File: src/rtl/core/apdc_pkg.sv
package apdc_pkg;

  localparam int SAMPLE_W  = 24;
  localparam int GAIN_W    = 15;
  localparam int LEN_W     = 12;
  localparam int SUM_W     = SAMPLE_W + 2;
  localparam int PROD_W    = 40;
  localparam int GAIN_FRAC = 15;
  localparam int APB_AW    = 5;
  localparam int APB_DW    = 32;

  typedef logic signed [SAMPLE_W-1:0] sample_t;

  // word handed from one cell to the next
  typedef struct packed {
    logic    valid;
    sample_t sample;
  } link_t;

  typedef enum logic [2:0] {
    CELL_CLR,
    CELL_IDLE,
    CELL_Y,
    CELL_MUL,
    CELL_WR
  } cell_state_t;

  // register indexes
  localparam logic [2:0] REG_GAIN = 3'd0;
  localparam logic [2:0] REG_LEN0 = 3'd1;
  localparam int NUM_LEN_REGS = 4;

  localparam logic [GAIN_W-1:0] GAIN_RESET = 15'd16384;
  localparam int MIN_STAGE_LEN = 2;

  localparam logic [LEN_W-1:0] LEN_RESET [8] = '{
    12'd241, 12'd379, 12'd541, 12'd709, 12'd887, 12'd1061, 12'd1237, 12'd1423
  };

  localparam sample_t SAT_MAX = 24'sh7FFFFF;
  localparam sample_t SAT_MIN = -24'sh800000;
  localparam logic signed [PROD_W-1:0] PROD_ROUND = 40'sd16384;

  function automatic sample_t sat24(input logic signed [SUM_W-1:0] v);
    sample_t r;
    if (v > SUM_W'(SAT_MAX)) begin
      r = SAT_MAX;
    end else if (v < SUM_W'(SAT_MIN)) begin
      r = SAT_MIN;
    end else begin
      r = v[SAMPLE_W-1:0];
    end
    return r;
  endfunction

endpackage

File: src/rtl/core/apdc_regs.sv
module apdc_regs #(
  parameter int STAGES = 4
) (
  input  logic                            clk,
  input  logic                            rst_n,
  input  logic                            psel,
  input  logic                            penable,
  input  logic                            pwrite,
  input  logic [apdc_pkg::APB_AW-1:0]     paddr,
  input  logic [apdc_pkg::APB_DW-1:0]     pwdata,
  output logic [apdc_pkg::APB_DW-1:0]     prdata,
  output logic                            pready,
  output logic [apdc_pkg::GAIN_W-1:0]     gain,
  output logic [apdc_pkg::LEN_W-1:0]      len [STAGES]
);

  logic [apdc_pkg::GAIN_W-1:0] gain_r;
  logic [apdc_pkg::LEN_W-1:0]  len_r [STAGES];
  logic [2:0]                  idx;
  logic                        wr;

  assign idx    = paddr[apdc_pkg::APB_AW-1:2];
  assign wr     = psel && penable && pwrite;
  assign pready = 1'b1;
  assign gain   = gain_r;
  assign len    = len_r;

  always_ff @(posedge clk) begin
    if (!rst_n) begin
      gain_r <= apdc_pkg::GAIN_RESET;
      for (int k = 0; k < STAGES; k++) begin
        len_r[k] <= apdc_pkg::LEN_RESET[3'(k)];
      end
    end else if (wr) begin
      if (idx == apdc_pkg::REG_GAIN) begin
        gain_r <= pwdata[apdc_pkg::GAIN_W-1:0];
      end
      // only the first stages have a length register
      for (int k = 0; k < STAGES; k++) begin
        if (k < apdc_pkg::NUM_LEN_REGS && idx == apdc_pkg::REG_LEN0 + 3'(k)) begin
          len_r[k] <= pwdata[apdc_pkg::LEN_W-1:0];
        end
      end
    end
  end

  always_comb begin
    prdata = '0;
    if (idx == apdc_pkg::REG_GAIN) begin
      prdata = apdc_pkg::APB_DW'(gain_r);
    end
    for (int k = 0; k < STAGES; k++) begin
      if (k < apdc_pkg::NUM_LEN_REGS && idx == apdc_pkg::REG_LEN0 + 3'(k)) begin
        prdata = apdc_pkg::APB_DW'(len_r[k]);
      end
    end
  end

endmodule

File: config.mk
export PLATFORM = sky130hd
export DESIGN_NAME = apdc_regs
export DESIGN_NICKNAME = d
export VERILOG_FILES = /design/src/rtl/core/apdc_pkg.sv /design/src/rtl/core/apdc_regs.sv
export SDC_FILE = /design/constraint.sdc
export NUM_CORES = 1
export LEC_CHECK = 0
export ABC_AREA = 1
export BUFFER_PORTS_ARGS = -buffer_cell sky130_fd_sc_hd__buf_2
export CAP_MARGIN = 40
export CORE_UTILIZATION = 40
export CTS_CLUSTER_SIZE = 30
export DETAILED_ROUTE_END_ITERATION = 7
export PLACE_DENSITY = 0.72
export SYNTH_ARGS = -nofsm -noshare
export SYNTH_HDL_FRONTEND = slang
export SYNTH_SLANG_ARGS = --single-unit
File: constraint.sdc
create_clock -name clk -period 2.31 [get_ports clk]
set_clock_uncertainty 0.05 [all_clocks]
set_input_delay 0.231 -clock clk [delete_from_list [all_inputs] [get_ports clk]]
set_output_delay 0.231 -clock clk [all_outputs]
set_load 0.02 [all_outputs]
==> flow_metrics.py <==
metrics = {
    "run_status": {
        "status": "finished, final reports clean",
    },
    "clocking": {
        "clkSlewWorstSetupHoldPaths_ns": 0.08,
        "clock_latency_ns": 0.33,
        "clk_path_buf_depth": 2,
        "cts_resized": 0,
        "post_cts_buffers": 0,
        "clock-sinks": 63,
        "cts_tree": "done",
        "cts_buffers": 9,
        "cts_root_buffer": "clkbuf_8",
        "cts_max_level": 3,
        "cts_hold_buf": 0,
    },
    "setup_path": {
        "worst_path_most_repeated_cell": "buf_2",
        "crit_type": "input port to output pin",
        "reg2reg_depth": 2,
        "cp_cell_sequence": "buf_2 > nor2_4 > nand2_2 > inv_1 > nand2_1 > nand3_1 > buf_2",
        "cp_slowest_cell": "inv_1",
        "end_kind": "output pin",
        "ff2ff_setup_slack_ns": 1.57,
        "crit_arrival_ns": 1.64,
        "cp-start-kind": "input port",
        "r2r_start": "gain[4]",
        "worstReg2RegEnd": "gain[4]",
        "critPathRequiredTime_ns": 2.03,
        "cpPeakStageDelay_ns": 0.35,
        "cp_max_fo": 16,
    },
    "drt": {
        "drt-total-wl_mm": 8.59,
        "via_per_inst": 4.76,
        "avgRoutedWirePerCell_um": 13.3,
        "drc": 0,
        "vias": 3078,
        "final_antenna_net_count": 0,
        "drtPass1Iterations": 4,
        "drt_iter0_markers": 117,
    },
    "synthesis": {
        "ys_ff_latch": 63,
        "synth_top_area_cell": "dfxtp_1",
        "synth-main-ff-cell": "dfxtp_1",
        "synth_top_family_by_area": "simple AND/OR/NAND/NOR gates",
        "synthMuxAreaShare_pct": 0,
        "synth_xor_xnor_area_share_pct": 0,
        "synth_cell_types": 22,
        "synthAdderAreaFrac_pct": 0,
        "synthCells": 453,
        "synth_area_leaders": "dfxtp_1 (41%), nand2_1 (13%), nor2_1 (13%), nand3_1 (8.0%), buf_4 (5.2%)",
        "synth_common_cells": "nand2_1 (106), nor2_1 (104), dfxtp_1 (63)",
        "synthSimpleGateAreaFrac_pct": 40.6,
        "async_flop_share_pct": 0,
        "netlist_area_um2": 3050,
        "yosysWarningCount": 0,
        "synth_compound_area_share_pct": 4.60,
        "synth-seq-area-share_pct": 41.4,
        "syn_avg_cell_area_um2": 6.73,
        "yosysMostFrequentCell": "nand2_1",
        "synth_edf_count": 0,
        "synth_top_cell_area_share_pct": 41.4,
    },
    "cells_and_area": {
        "syn2layout_area_growth_pct": 21.5,
        "final_cells": 646,
        "drive_above_1_share_pct": 25.2,
        "finalNetCount": 584,
        "antenna_cells": 0,
        "final_util_pct": 50.8,
    },
    "floorplanning": {
        "num_rows": 31,
        "die_x_um": 89.3,
        "initial_core_util_pct": 41.8,
        "core_um2": 7290,
        "fp.dieH_um": 89.3,
        "io_pins": 138,
        "dieArea_um2": 7970,
    },
    "power_and_ir_drop": {
        "p_leak_nw": 2.03,
        "peakVddDrop_v": 0.000334,
        "powerDensity_nw_per_um2": 631,
    },
    "timing": {
        "period_share_pct": 83.3,
        "setup_tns_ns": 0,
        "slew_violations": 0,
        "setup_ws_ns": 0.386,
        "setup_viol": 0,
        "fmax_mhz": 520,
        "rsz0062_at_grt": "false",
        "hold_viol": 0,
        "layout_min_cycle_time_ns": 1.92,
        "holdWs_ns": 0.0525,
    },
    "placement": {
        "dp_cells": 630,
        "hpwlAfterDp_mm": 6.40,
        "place_congestion": 0.845,
        "place_ws_ns": 0.384,
        "port_buffers": 100,
    },
    "grt": {
        "grt.overflow.total": 0,
        "grt_max_degree": 29,
        "grt_usage_pct": 22.5,
        "grt_antenna_before_repair": 0,
        "grt_pass1_vias": 2715,
        "grt_pass1_wl_mm": 13.4,
    },
    "worst_hold_path": {
        "hp-class": "input port to register",
        "hold_end": "gain[14]",
        "hold_depth": 3,
        "hold_start": "pwdata[14]",
    },
    "run": {
        "drv_cap": 0,
    },
}
## where the power goes
group	internal (W)	leakage, nW	switching, W
Combinational	0.0000636	1.41	0.000183
Clock	0.000555	0.105	0.000424
Sequential	0.00110	0.510	0.0000116
## metrics by stage
| step | area (µm²) | total power (W) |
|---|---|---|
| floorplan | 3110 | 0.00132 |
| detailed placement | 3500 | 0.00138 |
| CTS | 3700 | 0.00235 |
| finish | 3700 | 0.00234 |
| global placement | 3500 | 0.00138 |
| global route | 3700 | 0.00244 |
## worst max path at each step
stage,startpoint,end,slack (ns)
after floorplan,paddr[2],prdata[2],0.97
after global placement,paddr[2],prdata[2],0.40
after detailed placement,paddr[2],prdata[10],0.38
after CTS,paddr[2],prdata[10],0.38
after global routing,paddr[2],prdata[10],0.25
final,paddr[2],prdata[10],0.39
## registers in the layout, summed over array words and instances, names as in the netlist
signal and count:
len 48, gain 15
## cells in the final DEF (no fill, tap or decap)
master        n
clkbuf_8     11
nand4_1      12
dfxtp_1      63
buf_4         5
clkinv_2      2
clkinvlp_4    1
conb_1       18
inv_2         3
inv_4         1
nand3_1      49
nor2_2        5
nand2_2       1
nor2_8        1
nand2_1     106
nor2_1      104
nor2_4        3
nand2_4       1
o21ai_0      28
bufinv_16     1
nand3_4       1
inv_1        29
clkinv_4      1
buf_2       100
nand3_2       1
## kinds of logic after synthesis
kind of cell / count (synthesis)
AO/OA/AOI/OAI: 28
buffers and inverters: 76
flip-flops: 63
other: 2
AND/OR/NAND/NOR: 284
## layout make-up
| cell class | count | area (µm²) |
|---|---|---|
| Multi-Input combinational cell | 330 | 1450 |
| Timing Repair Buffer | 105 | 538 |
| Clock inverter | 5 | 56.3 |
| Inverter | 33 | 126 |
| Clock buffer | 11 | 151 |
| Fill cell | 757 | 3590 |
| Tap cell | 99 | 124 |
| Sequential cell | 63 | 1260 |
## layer usage
metal	track usage [%]	vias to the layer above	share of wire, %
li1	-	1560	-
met1	30.3	1399	45
met2	36.2	108	48
met3	3.23	11	5.6
met4	9.24	0	1.5
met5	0	-	0
## worst max-delay path: cells and delay by family
family                 cells  cell delay (ns)
and+or+nand+nor            4             0.71
buffers and inverters      3             0.70
Note: power is estimated with default switching activity, not from simulation.
